===== src/sv/ibs_pkg.sv =====
package ibs_pkg;

  localparam int BITS_PER_BYTE = 8;
  localparam int PHASE_W = 5;
  localparam int QUEUE_DEPTH = 2;

  // final phase index of each command's run
  localparam logic [PHASE_W-1:0] START_LAST = PHASE_W'(3);
  localparam logic [PHASE_W-1:0] STOP_LAST = PHASE_W'(2);
  localparam logic [PHASE_W-1:0] WR_LAST = PHASE_W'(3 * BITS_PER_BYTE + 3);
  localparam logic [PHASE_W-1:0] RD_LAST = PHASE_W'(2 * BITS_PER_BYTE + 4);

  // boundaries of the bit sections
  localparam logic [PHASE_W-1:0] WR_BITS_END = PHASE_W'(3 * BITS_PER_BYTE);
  localparam logic [PHASE_W-1:0] RD_BITS_END = PHASE_W'(2 * BITS_PER_BYTE);

  typedef enum logic [1:0] {
    OP_START = 2'd0,
    OP_STOP  = 2'd1,
    OP_WRITE = 2'd2,
    OP_READ  = 2'd3
  } op_t;

  // sub-step of one written bit
  typedef enum logic [1:0] {
    WR_DATA = 2'd0,
    WR_HIGH = 2'd1,
    WR_LOW  = 2'd2
  } wr_step_t;

  typedef struct packed {
    op_t                op;
    logic               send_ack;
    logic [7:0]         tx_byte;
    logic [7:0]         rx_bits;
    logic               ack_level;
    logic [PHASE_W-1:0] last_phase;
  } cmd_t;

endpackage


===== src/sv/ibs_if.sv =====
interface ibs_cmd_if;
  logic       valid;
  logic       ready;
  logic [1:0] operation;
  logic       send_ack;
  logic [7:0] tx_byte;
  logic [7:0] rx_bits;
  logic       ack_level;

  modport source (output valid, operation, send_ack, tx_byte, rx_bits, ack_level,
                  input ready);
  modport sink (input valid, operation, send_ack, tx_byte, rx_bits, ack_level,
                output ready);
endinterface

interface ibs_phase_if;
  logic       valid;
  logic       ready;
  logic       scl;
  logic       sda;
  logic [7:0] rx_byte;
  logic       nack_seen;
  logic       last;

  modport source (output valid, scl, sda, rx_byte, nack_seen, last, input ready);
  modport sink (input valid, scl, sda, rx_byte, nack_seen, last, output ready);
endinterface


===== src/sv/ibs_front.sv =====
module ibs_front
  import ibs_pkg::*;
#(
  parameter int DEPTH = QUEUE_DEPTH
) (
  input  logic     clk,
  input  logic     rst_n,
  ibs_cmd_if.sink  in_ch,
  output logic     q_valid,
  output cmd_t     q_cmd,
  input  logic     q_pop
);

  localparam int AW = (DEPTH > 1) ? $clog2(DEPTH) : 1;
  localparam int CW = $clog2(DEPTH + 1);

  cmd_t          mem_r [DEPTH];
  logic [AW-1:0] wr_ptr_r, wr_ptr_nxt;
  logic [AW-1:0] rd_ptr_r, rd_ptr_nxt;
  logic [CW-1:0] count_r, count_nxt;
  cmd_t          cmd_in;
  logic          push;
  op_t           op_in;

  // decode the command and fix its run length up front
  always_comb begin
    op_in = op_t'(in_ch.operation);
    cmd_in.op = op_in;
    cmd_in.send_ack = in_ch.send_ack;
    cmd_in.tx_byte = in_ch.tx_byte;
    cmd_in.rx_bits = in_ch.rx_bits;
    cmd_in.ack_level = in_ch.ack_level;
    case (op_in)
      OP_START: cmd_in.last_phase = START_LAST;
      OP_STOP:  cmd_in.last_phase = STOP_LAST;
      OP_WRITE: cmd_in.last_phase = WR_LAST;
      OP_READ:  cmd_in.last_phase = RD_LAST;
      default:  cmd_in.last_phase = START_LAST;
    endcase
  end

  assign in_ch.ready = (count_r != CW'(DEPTH));
  assign push = in_ch.valid && in_ch.ready;
  assign q_valid = (count_r != '0);
  assign q_cmd = mem_r[rd_ptr_r];

  always_comb begin
    wr_ptr_nxt = wr_ptr_r;
    rd_ptr_nxt = rd_ptr_r;
    count_nxt = count_r;
    if (push) begin
      wr_ptr_nxt = (wr_ptr_r == AW'(DEPTH - 1)) ? '0 : wr_ptr_r + AW'(1);
    end
    if (q_pop) begin
      rd_ptr_nxt = (rd_ptr_r == AW'(DEPTH - 1)) ? '0 : rd_ptr_r + AW'(1);
    end
    case ({push, q_pop})
      2'b10:   count_nxt = count_r + CW'(1);
      2'b01:   count_nxt = count_r - CW'(1);
      default: count_nxt = count_r;
    endcase
  end

  always_ff @(posedge clk) begin
    if (!rst_n) begin
      wr_ptr_r <= '0;
      rd_ptr_r <= '0;
      count_r <= '0;
    end else begin
      wr_ptr_r <= wr_ptr_nxt;
      rd_ptr_r <= rd_ptr_nxt;
      count_r <= count_nxt;
    end
  end

  always_ff @(posedge clk) begin
    if (push) begin
      mem_r[wr_ptr_r] <= cmd_in;
    end
  end

endmodule


===== src/sv/ibs_back.sv =====
module ibs_back
  import ibs_pkg::*;
(
  input  logic        clk,
  input  logic        rst_n,
  input  logic        q_valid,
  input  cmd_t        q_cmd,
  output logic        q_pop,
  ibs_phase_if.source out_ch
);

  cmd_t               cmd_r, cmd_nxt;
  logic               active_r, active_nxt;
  logic [PHASE_W-1:0] phase_r, phase_nxt;
  wr_step_t           step_r, step_nxt;
  logic [7:0]         shift_r, shift_nxt;
  logic               scl_lvl_r, scl_lvl_nxt;
  logic               sda_lvl_r, sda_lvl_nxt;
  logic               out_valid_r, out_valid_nxt;
  logic               out_scl_r, out_sda_r, out_nack_r, out_last_r;
  logic [7:0]         out_rx_r;

  logic               adv;
  logic               is_last;
  logic               ph_scl, ph_sda, ph_nack;
  logic [7:0]         ph_rx;

  assign adv = active_r && (!out_valid_r || out_ch.ready);
  assign is_last = (phase_r == cmd_r.last_phase);
  assign q_pop = q_valid && (!active_r || (adv && is_last));

  // line levels of the current phase and the shifter update
  always_comb begin
    ph_scl = scl_lvl_r;
    ph_sda = sda_lvl_r;
    ph_nack = 1'b0;
    ph_rx = '0;
    shift_nxt = shift_r;
    step_nxt = step_r;
    case (cmd_r.op)
      OP_START: begin
        case (phase_r)
          PHASE_W'(0): ph_sda = 1'b1;
          PHASE_W'(1): ph_scl = 1'b1;
          PHASE_W'(2): ph_sda = 1'b0;
          default:     ph_scl = 1'b0;
        endcase
      end
      OP_STOP: begin
        case (phase_r)
          PHASE_W'(0): ph_sda = 1'b0;
          PHASE_W'(1): ph_scl = 1'b1;
          default:     ph_sda = 1'b1;
        endcase
      end
      OP_WRITE: begin
        if (phase_r == '0) begin
          ph_scl = 1'b0;
          shift_nxt = cmd_r.tx_byte;
          step_nxt = WR_DATA;
        end else if (phase_r <= WR_BITS_END) begin
          case (step_r)
            WR_DATA: begin
              ph_sda = shift_r[7];
              step_nxt = WR_HIGH;
            end
            WR_HIGH: begin
              ph_scl = 1'b1;
              step_nxt = WR_LOW;
            end
            default: begin
              ph_scl = 1'b0;
              shift_nxt = {shift_r[6:0], 1'b0};
              step_nxt = WR_DATA;
            end
          endcase
        end else if (phase_r == WR_BITS_END + PHASE_W'(1)) begin
          ph_sda = 1'b1;
        end else if (phase_r == WR_BITS_END + PHASE_W'(2)) begin
          ph_scl = 1'b1;
        end else begin
          ph_scl = 1'b0;
          ph_nack = cmd_r.ack_level;
        end
      end
      default: begin
        // read
        if (phase_r == '0) begin
          ph_sda = 1'b1;
        end else if (phase_r <= RD_BITS_END) begin
          ph_scl = !phase_r[0];
        end else if (phase_r == RD_BITS_END + PHASE_W'(1)) begin
          ph_scl = 1'b0;
        end else if (phase_r == RD_BITS_END + PHASE_W'(2)) begin
          ph_sda = !cmd_r.send_ack;
        end else if (phase_r == RD_BITS_END + PHASE_W'(3)) begin
          ph_scl = 1'b1;
        end else begin
          ph_scl = 1'b0;
          ph_rx = cmd_r.rx_bits;
        end
      end
    endcase
  end

  always_comb begin
    cmd_nxt = cmd_r;
    active_nxt = active_r;
    phase_nxt = phase_r;
    scl_lvl_nxt = scl_lvl_r;
    sda_lvl_nxt = sda_lvl_r;
    out_valid_nxt = out_valid_r;
    if (adv) begin
      scl_lvl_nxt = ph_scl;
      sda_lvl_nxt = ph_sda;
      out_valid_nxt = 1'b1;
      phase_nxt = phase_r + PHASE_W'(1);
      if (is_last) begin
        active_nxt = 1'b0;
      end
    end else if (out_ch.ready) begin
      out_valid_nxt = 1'b0;
    end
    if (q_pop) begin
      cmd_nxt = q_cmd;
      active_nxt = 1'b1;
      phase_nxt = '0;
    end
  end

  always_ff @(posedge clk) begin
    if (!rst_n) begin
      active_r <= 1'b0;
      phase_r <= '0;
      step_r <= WR_DATA;
      shift_r <= '0;
      scl_lvl_r <= 1'b1;
      sda_lvl_r <= 1'b1;
      out_valid_r <= 1'b0;
    end else begin
      active_r <= active_nxt;
      phase_r <= phase_nxt;
      scl_lvl_r <= scl_lvl_nxt;
      sda_lvl_r <= sda_lvl_nxt;
      out_valid_r <= out_valid_nxt;
      if (adv) begin
        step_r <= step_nxt;
        shift_r <= shift_nxt;
      end
    end
  end

  always_ff @(posedge clk) begin
    cmd_r <= cmd_nxt;
    if (adv) begin
      out_scl_r <= ph_scl;
      out_sda_r <= ph_sda;
      out_rx_r <= ph_rx;
      out_nack_r <= ph_nack;
      out_last_r <= is_last;
    end
  end

  assign out_ch.valid = out_valid_r;
  assign out_ch.scl = out_scl_r;
  assign out_ch.sda = out_sda_r;
  assign out_ch.rx_byte = out_rx_r;
  assign out_ch.nack_seen = out_nack_r;
  assign out_ch.last = out_last_r;

endmodule


===== src/sv/i2c_master_byte_sequencer_core.sv =====
// an item goes from the queue through the back's command register into the output register
// throughput: one phase per cycle from the back sequencer; start 4, stop 3, read 21 and
//   write 28 phases per item, back to back with no gap while results are taken
// the command queue lets new items in while the sequencer still drives earlier ones
// reset (rst_n low, synchronous): queue empty, sequencer idle, scl and sda levels high
module i2c_master_byte_sequencer_core
  import ibs_pkg::*;
#(
  parameter int QDEPTH = QUEUE_DEPTH
) (
  input  logic        clk,
  input  logic        rst_n,
  ibs_cmd_if.sink     in_ch,
  ibs_phase_if.source out_ch
);

  // queue head handed from the front to the back
  logic q_valid;
  cmd_t q_cmd;
  logic q_pop;

  // front: takes commands, decodes the run length, buffers them
  ibs_front #(
    .DEPTH (QDEPTH)
  ) u_front (
    .clk     (clk),
    .rst_n   (rst_n),
    .in_ch   (in_ch),
    .q_valid (q_valid),
    .q_cmd   (q_cmd),
    .q_pop   (q_pop)
  );

  // back: steps through the phases of one command, one per cycle while the receiver takes
  // them, into an output register; bus levels carry over from one command to the next
  ibs_back u_back (
    .clk     (clk),
    .rst_n   (rst_n),
    .q_valid (q_valid),
    .q_cmd   (q_cmd),
    .q_pop   (q_pop),
    .out_ch  (out_ch)
  );

endmodule


===== src/flat_wrapper.sv =====
// flat-port wrapper written by rule: the top's interface ports become plain ports
module i2c_master_byte_sequencer_core_flat import ibs_pkg::*;
#(
  parameter int QDEPTH = QUEUE_DEPTH
)
  (clk, rst_n, in_ch_valid, in_ch_operation, in_ch_send_ack, in_ch_tx_byte, in_ch_rx_bits, in_ch_ack_level, in_ch_ready, out_ch_valid, out_ch_scl, out_ch_sda, out_ch_rx_byte, out_ch_nack_seen, out_ch_last, out_ch_ready);
  ibs_cmd_if in_ch_i ();
  ibs_phase_if out_ch_i ();
  input  logic clk;
  input  logic rst_n;
  input wire logic [$bits(in_ch_i.valid)-1:0] in_ch_valid;
  input wire logic [$bits(in_ch_i.operation)-1:0] in_ch_operation;
  input wire logic [$bits(in_ch_i.send_ack)-1:0] in_ch_send_ack;
  input wire logic [$bits(in_ch_i.tx_byte)-1:0] in_ch_tx_byte;
  input wire logic [$bits(in_ch_i.rx_bits)-1:0] in_ch_rx_bits;
  input wire logic [$bits(in_ch_i.ack_level)-1:0] in_ch_ack_level;
  output wire logic [$bits(in_ch_i.ready)-1:0] in_ch_ready;
  output wire logic [$bits(out_ch_i.valid)-1:0] out_ch_valid;
  output wire logic [$bits(out_ch_i.scl)-1:0] out_ch_scl;
  output wire logic [$bits(out_ch_i.sda)-1:0] out_ch_sda;
  output wire logic [$bits(out_ch_i.rx_byte)-1:0] out_ch_rx_byte;
  output wire logic [$bits(out_ch_i.nack_seen)-1:0] out_ch_nack_seen;
  output wire logic [$bits(out_ch_i.last)-1:0] out_ch_last;
  input wire logic [$bits(out_ch_i.ready)-1:0] out_ch_ready;
  assign in_ch_i.valid = in_ch_valid;
  assign in_ch_i.operation = in_ch_operation;
  assign in_ch_i.send_ack = in_ch_send_ack;
  assign in_ch_i.tx_byte = in_ch_tx_byte;
  assign in_ch_i.rx_bits = in_ch_rx_bits;
  assign in_ch_i.ack_level = in_ch_ack_level;
  assign in_ch_ready = in_ch_i.ready;
  assign out_ch_valid = out_ch_i.valid;
  assign out_ch_scl = out_ch_i.scl;
  assign out_ch_sda = out_ch_i.sda;
  assign out_ch_rx_byte = out_ch_i.rx_byte;
  assign out_ch_nack_seen = out_ch_i.nack_seen;
  assign out_ch_last = out_ch_i.last;
  assign out_ch_i.ready = out_ch_ready;
  i2c_master_byte_sequencer_core #(.QDEPTH(QDEPTH)) u_core (.clk(clk), .rst_n(rst_n), .in_ch(in_ch_i), .out_ch(out_ch_i));
endmodule

===== config.mk =====
export PLATFORM = sky130hd
export DESIGN_NAME = i2c_master_byte_sequencer_core_flat
export DESIGN_NICKNAME = d
export VERILOG_FILES = /design/src/sv/ibs_pkg.sv /design/src/sv/ibs_if.sv /design/src/sv/ibs_front.sv /design/src/sv/ibs_back.sv /design/src/sv/i2c_master_byte_sequencer_core.sv /design/src/flat_wrapper.sv
export SDC_FILE = /design/constraint.sdc
export NUM_CORES = 1
export LEC_CHECK = 0
export BUFFER_PORTS_ARGS = -buffer_cell sky130_fd_sc_hd__buf_2
export CAP_MARGIN = 20
export CELL_PAD_IN_SITES_DETAIL_PLACEMENT = 0
export CELL_PAD_IN_SITES_GLOBAL_PLACEMENT = 2
export CORE_AREA = 2 2 104 106
export DETAILED_ROUTE_END_ITERATION = 10
export DIE_AREA = 0 0 106 108
export PLACE_DENSITY_LB_ADDON = 0.3
export SYNTH_ARGS = -nofsm -noshare
export SYNTH_HDL_FRONTEND = slang
export SYNTH_SLANG_ARGS = --single-unit

===== constraint.sdc =====
create_clock -name clk -period 5 [get_ports clk]
set_input_delay 0.25 -clock clk [delete_from_list [all_inputs] [get_ports clk]]
set_output_delay 0.25 -clock clk [all_outputs]
set_load 0.01 [all_outputs]

# After elaboration in Yosys (flattened, before gate mapping)
# Memories as Yosys holds them, arrays and structs flattened. A register that Yosys moved wholly into a read port is not among the register bits.
# Cells that the tools add are included.
op_classes:
  order_cmp: 2
  n_bitwise: 2
  reduce_logical: 28
  mux: 41
  eq_ne: 18
  add_sub_neg: 5
ops:
  columns: ["operator", "n"]
  rows:
  - ["2-to-1 mux 1 bit", 27]
  - ["== test 5 bit (second input constant)", 5]
  - ["2-to-1 mux 8 bit", 3]
  - ["one-hot mux 5 bit (4 select lines)", 1]
  - ["nonzero test 2 bit", 6]
  - ["less-or-equal comparator 5 bit (second input constant)", 2]
  - ["== test 2 x 1 -> 1 bit (second input constant)", 4]
  - ["== test 2 bit (second input constant)", 4]
  - ["one-hot mux 1 bit (2 select lines)", 4]
  - ["one-hot mux 2 bit (2 select lines)", 2]
  - ["OR reduction 8 bit", 1]
  - ["zero test 2 bit", 3]
  - ["one-hot mux 1 bit (3 select lines)", 2]
  - ["OR reduction 2 bit", 3]
  - ["adder 5 x 1 -> 5 bit (second input constant)", 1]
  - ["== test 5 x 1 -> 1 bit (second input constant)", 1]
  - ["== test 5 x 2 -> 1 bit (second input constant)", 1]
  - ["== test 5 bit", 1]
  - ["zero test 5 bit", 1]
  - ["OR reduction 5 bit", 1]
  - ["logical AND 1 bit", 4]
  - ["zero test 1 bit", 4]
  - ["2-to-1 mux 2 bit", 2]
  - ["AND reduction 4 bit", 1]
  - ["other kinds (9)", 12]
word_totals:
  input_bits: 24
  reg_bits: 35
  word_cells: 112
  out_inout_bits: 14
  ram_bits: 50
  mem_count: 1
memory_table:
  columns: ["memory", "depth", "word_bits", "read_ports", "rd_clocked_by_memory_dff", "write_ports", "line_no", "text"]
  rows:
  - ["u_core.u_front.mem_r", 2, 25, 1, 1, 1, "ibs_front.sv:17", "cmd_t mem_r [DEPTH];"]

# Depth between registers and ports, before layout
logic_depth:
  depth_word: 8
  mapped_depth: 8
  mapped_depth_nobuf: 7

# Hierarchy
# A second synthesis with hierarchy kept.
hier_totals:
  cells_unflattened: 322
  hier_area_um2: 4633.2
modules_own_cells:
  columns: ["module", "seq_area_each_um2", "cells_per_inst", "n_inst", "area_per_inst_um2"]
  rows:
  - ["ibs_back", 1491.4, 216, 1, 2586.2]
  - ["ibs_front", 1601.5, 106, 1, 2047.0]

# Worst setup path after synthesis
# Ideal clock, no wire load.
synth_timing:
  path_type: "reg2reg"
  from: "register u_core.u_back.out_valid_r (netlist: u_core.u_back.out_ch.valid)"
  to: "register u_core.u_front.count_r[1]"
  path_buffers: 0
  synth_period_minus_slack_ps: 2730
  setup_time_ps: 70
  arrival_time_ps: 2659
  required_time_ps: 4930
  path_slack_ps: 2270
  stages_incl_launch_ff: 7
  path_cell_list: "dfxtp_1 > nor2b_1 > or4_1 > o22ai_2 > ha_1 > or3_1 > a21oi_1"
synth_via:
  elab_chain_len: 8
  elab_cells_between_ends: 10
  cone_classes: "2 x eq/ne; 1 x mux; 7 x reduce/logical"
synth_rtl:
  columns: ["item", "line_no", "text"]
  rows:
  - ["start, declared", "ibs_back.sv:19", "logic out_valid_r, out_valid_nxt;"]
  - ["start signal, assigned", "ibs_back.sv:145", "out_valid_r <= out_valid_nxt;"]
  - ["zero test 1 bit (*)", "ibs_back.sv:28", "assign adv = active_r && (!out_valid_r || out_ch.ready);"]
  - ["logical OR 1 bit (*)", "ibs_back.sv:28", null]
  - ["logical AND 1 bit (*)", "ibs_back.sv:28", null]
  - ["logical AND 1 bit (*)", "ibs_back.sv:30", "assign q_pop = q_valid && (!active_r || (adv && is_last));"]
  - ["logical OR 1 bit (*)", "ibs_back.sv:30", null]
  - ["logical AND 1 bit (*)", "ibs_back.sv:30", null]
  - ["net u_core.q_pop", "i2c_master_byte_sequencer_core.sv:20", "logic q_pop;"]
  - ["== test 2 x 1 -> 1 bit or == test 2 bit (tied branches)", "ibs_front.sv:57", "case ({push, q_pop})"]
  - ["one-hot mux 2 bit (2 select lines) or nonzero test 2 bit (tied branches)", null, null]
  - ["end signal, assigned", "ibs_front.sv:72", "count_r <= count_nxt;"]
  - ["end, declared", "ibs_front.sv:20", "logic [CW-1:0] count_r, count_nxt;"]
# The timed path passes the listed nets; every way through them passes the cells marked *.
# A chain may end at the register's enable or synchronous reset.

# Final worst setup path
layout_timing:
  from: "register u_core.u_back.phase_r[0]"
  to: "register u_core.u_back.shift_r[5]"
layout_via:
  elab_chain_len: 3
  elab_cells_between_ends: 6
  cone_classes: "1 x order compare; 1 x eq/ne; 1 x mux; 3 x reduce/logical"
layout_rtl:
  columns: ["item", "line_no", "text"]
  rows:
  - ["start, declared", "ibs_back.sv:14", "logic [PHASE_W-1:0] phase_r, phase_nxt;"]
  - ["start signal, assigned", "ibs_back.sv:142", "phase_r <= phase_nxt;"]
  - ["less-or-equal comparator 5 bit or zero test 5 bit (tied branches)", "ibs_back.sv:61, ibs_back.sv:57", null]
  - ["nonzero test 2 bit (no line) or != test 2 x 1 -> 1 bit (tied branches)", null, null]
  - ["AND reduction 4 bit (no line)", null, null]
  - ["end signal, assigned", "ibs_back.sv:148", "shift_r <= shift_nxt;"]
  - ["end, declared", "ibs_back.sv:16", "logic [7:0] shift_r, shift_nxt;"]
# Parallel ways exist; a longest one is shown, timed or not.

==> reports/qor.yml <==
synth:
  ys_ff_latch: 110
  synth_top_area_cell: "edfxtp_1"
  synth_top_area_share_pct: 57.6
  yosysMostFrequentCell: "edfxtp_1"
  syn_inst: 318
  ys_seq_area_share_pct: 67.8
  synthTopCellsByArea: "edfxtp_1 58%, dfxtp_1 10%, mux2_2 6.5%, ha_1 2.5%, nand2_1 2.3%"
  syn-cell-area_um2: 4530
  synthArstFlopShare_pct: 0
  synth_nets: 351
  synth_commonest_cells: "87 x edfxtp_1, 28 x nand2_1, 26 x mux2_2"
  yosysWarnings: 0
  ys_types: 45
  synth_top_flop_cell: "edfxtp_1"
  syn_area_per_cell_um2: 14.3
  synth_edf_count: 87
power:
  leakage_nw: 1.78
  vdd_ir_drop_max_uv: 214
  powerDensity_nw_per_um2: 514
cts:
  htreeDepth: 3
  cts_tree: "done"
  post_cts_buffers: 0
  cts.repair.resized: 0
  cts.path.max_buffers: 2
  clkTransAtPathRegs_ps: 110
  cts-root-buf: "clkbuf_8"
  cts_sinks: 110
  clk_latency_ps: 360
  cts-buffers-inserted: 9
  hold_buffers: 0
drt:
  ant_nets: 0
  num_vias: 2577
  wl_um: 7760
  first_pass_iters: 5
  drtIter0Drc: 144
  wl_per_cell_um: 15.5
  drc: 0
  vias_per_cell: 5.15
sta:
  worst_pin_slew_ps: 784
  hold_violations: 0
  relSlewSlack_pct: 47.5
  setup_viol: 0
  rsz0062_at_grt: "no"
  period_share_pct: 49.3
  max_freq_mhz: 406
  fin_crit_ps: 2460
  fin_skew_ps: 11.5
  setup-tns-final_ps: 0
  slew_violations: 0
layout:
  nNetsFinal: 392
  final_util_pct: 49.1
  fillCellCount: 883
  diodes: 0
  synthToLayoutAreaGrowth_pct: 10.8
  drive_above_1_share_pct: 26.1
global_route:
  grt_use_total_pct: 14.9
  grt_overflow_total: 0
  grt_pass1_wl_um: 13000
  antenna_found_initial: 0
  grt_max_degree: 29
  grt_pass1_vias: 2646
worst_setup_path:
  cp.arrival_ps: 2730
  endpoint_kind: "register"
  reg2reg_slack_ps: 2540
  timing_worst_setup_path_type: "reg -> reg"
  critPathLaunch: "u_core.u_back.phase_r[0]$_SDFFE_PP0P_"
  reg2reg_from: "u_core.u_back.phase_r[0]$_SDFFE_PP0P_"
  r2r-end: "u_core.u_back.shift_r[5]$_SDFFE_PN0P_"
  worstSetupStartpointType: "register"
  endpoint: "u_core.u_back.shift_r[5]$_SDFFE_PN0P_"
  crit_path_max_fanout: 14
  cp.required_ps: 5270
  worst_r2r_path_depth: 7
die:
  die-area_um2: 11400
  core_area_um2: 10200
  dieWidth_um: 106
  die_h_um: 108
  start_util_pct: 44.3
  ios: 38
  placementRows: 37
hold_path:
  hold_path.class: "in -> reg"
placement:
  place_congestion: 0.799
  dp_hpwl_um: 5270
  port_buffers: 37
job:
  max_cap_viol_count: 0
outcome:
  status: "complete, no violations"
worst min-delay path by stage:
| stage | from | slack, ps | depth (start not counted) | endpoint |
|---|---|---|---|---|
| final | in_ch_rx_bits[6] | 60 | 1 | u_core.u_front.mem_r[1][12]$_DFFE_PP_ |
| after global routing | in_ch_rx_bits[4] | 40 | 1 | u_core.u_front.mem_r[1][10]$_DFFE_PP_ |
| after CTS | in_ch_rx_bits[4] | 50 | 1 | u_core.u_front.mem_r[0][10]$_DFFE_PP_ |
| after detailed placement | in_ch_rx_bits[6] | 440 | 1 | u_core.u_front.mem_r[1][12]$_DFFE_PP_ |
| after global placement | in_ch_rx_bits[4] | 440 | 1 | u_core.u_front.mem_r[0][10]$_DFFE_PP_ |
| after floorplan | rst_n | 320 | 1 | u_core.u_back.sda_lvl_r$_SDFFE_PN1P_ |
worst max-delay path, stage by stage, from the launching register on:
cell and delay, ps:
dfxtp_1 400, inv_1 150, ha_1 300, nor4b_4 700, nor2_2 130, nor2_4 340
nor2_1 90, a311oi_1 260
cells in the final DEF, fill, tap and decap left out, types with 10 or more instances in the layout:
| cell | n |
|---|---|
| a21oi_1 | 12 |
| a311oi_1 | 10 |
| buf_2 | 37 |
| dfxtp_1 | 23 |
| edfxtp_1 | 87 |
| inv_1 | 10 |
| mux2_2 | 26 |
| nand2_1 | 28 |
| nor2_1 | 23 |
cell families after synthesis:
kind of cell,after synthesis,synth area share (%)
AO/OA/AOI/OAI,41,6.38
multiplexers,28,6.90
AND/OR/NAND/NOR,97,11.5
adder cells (fa/ha/maj),9,2.48
flip-flops,110,67.8
buffers and inverters,21,2.65
XOR/XNOR,12,2.32
sequential cells by signal, indices dropped and copies added, names as in the netlist:
register / count
u_core.u_back.scl_lvl_r: 1
u_core.u_back.active_r: 1
u_core.u_back.out_ch.nack_seen: 1
u_core.u_back.out_ch.rx_byte: 8
u_core.u_front.count_r: 2
u_core.u_front.wr_ptr_r: 1
u_core.u_back.sda_lvl_r: 1
u_core.u_back.out_ch.valid: 1
u_core.u_back.out_ch.sda: 1
u_core.u_back.step_r: 2
u_core.u_back.cmd_r: 25
u_core.u_back.shift_r: 8
u_core.u_back.out_ch.last: 1
u_core.u_front.rd_ptr_r: 1
u_core.u_back.out_ch.scl: 1
u_core.u_front.mem_r: 50
u_core.u_back.phase_r: 5
final cells by class:
cell class	instances	area, µm²	area share, %
inverter	10	37.5	0.747
clock buffer	10	128	2.54
timing repair buffer	41	215	4.28
multi-input combinational	187	1340	26.7
clock inverter	6	56.3	1.12
tap	136	170	3.39
sequential	110	3070	61.2
per-stage QoR:
step	instances	hold slack (ps)	power [mW]	cell area [µm²]	worst slack (ps)
2_1_floorplan	318	323	1.91	4530	2270
3_3_place_gp	484	438	2.11	4840	2580
3_5_place_dp	484	442	2.12	4840	2550
4_1_cts	500	45.1	2.62	5020	2520
5_1_grt	500	42.0	2.75	5020	2280
6_report	500	64.4	2.58	5020	2540
where the power goes:
group | total, mW | internal [mW] | switching (mW)
Sequential | 1.39 | 1.28 | 0.110
Combinational | 0.696 | 0.297 | 0.399
Clock | 0.498 | 0.192 | 0.306
routing by layer:
layer / part of all wire [%] / track usage (%) / vias to the layer above
li1: - / - / 1260
met1: 46 / 18.7 / 1254
met2: 49 / 24.9 / 49
met3: 3.4 / 2.83 / 14
met4: 2.2 / 7.52 / 0
met5: 0 / 0 / -
No activity file was read; power rests on OpenSTA's default activity.
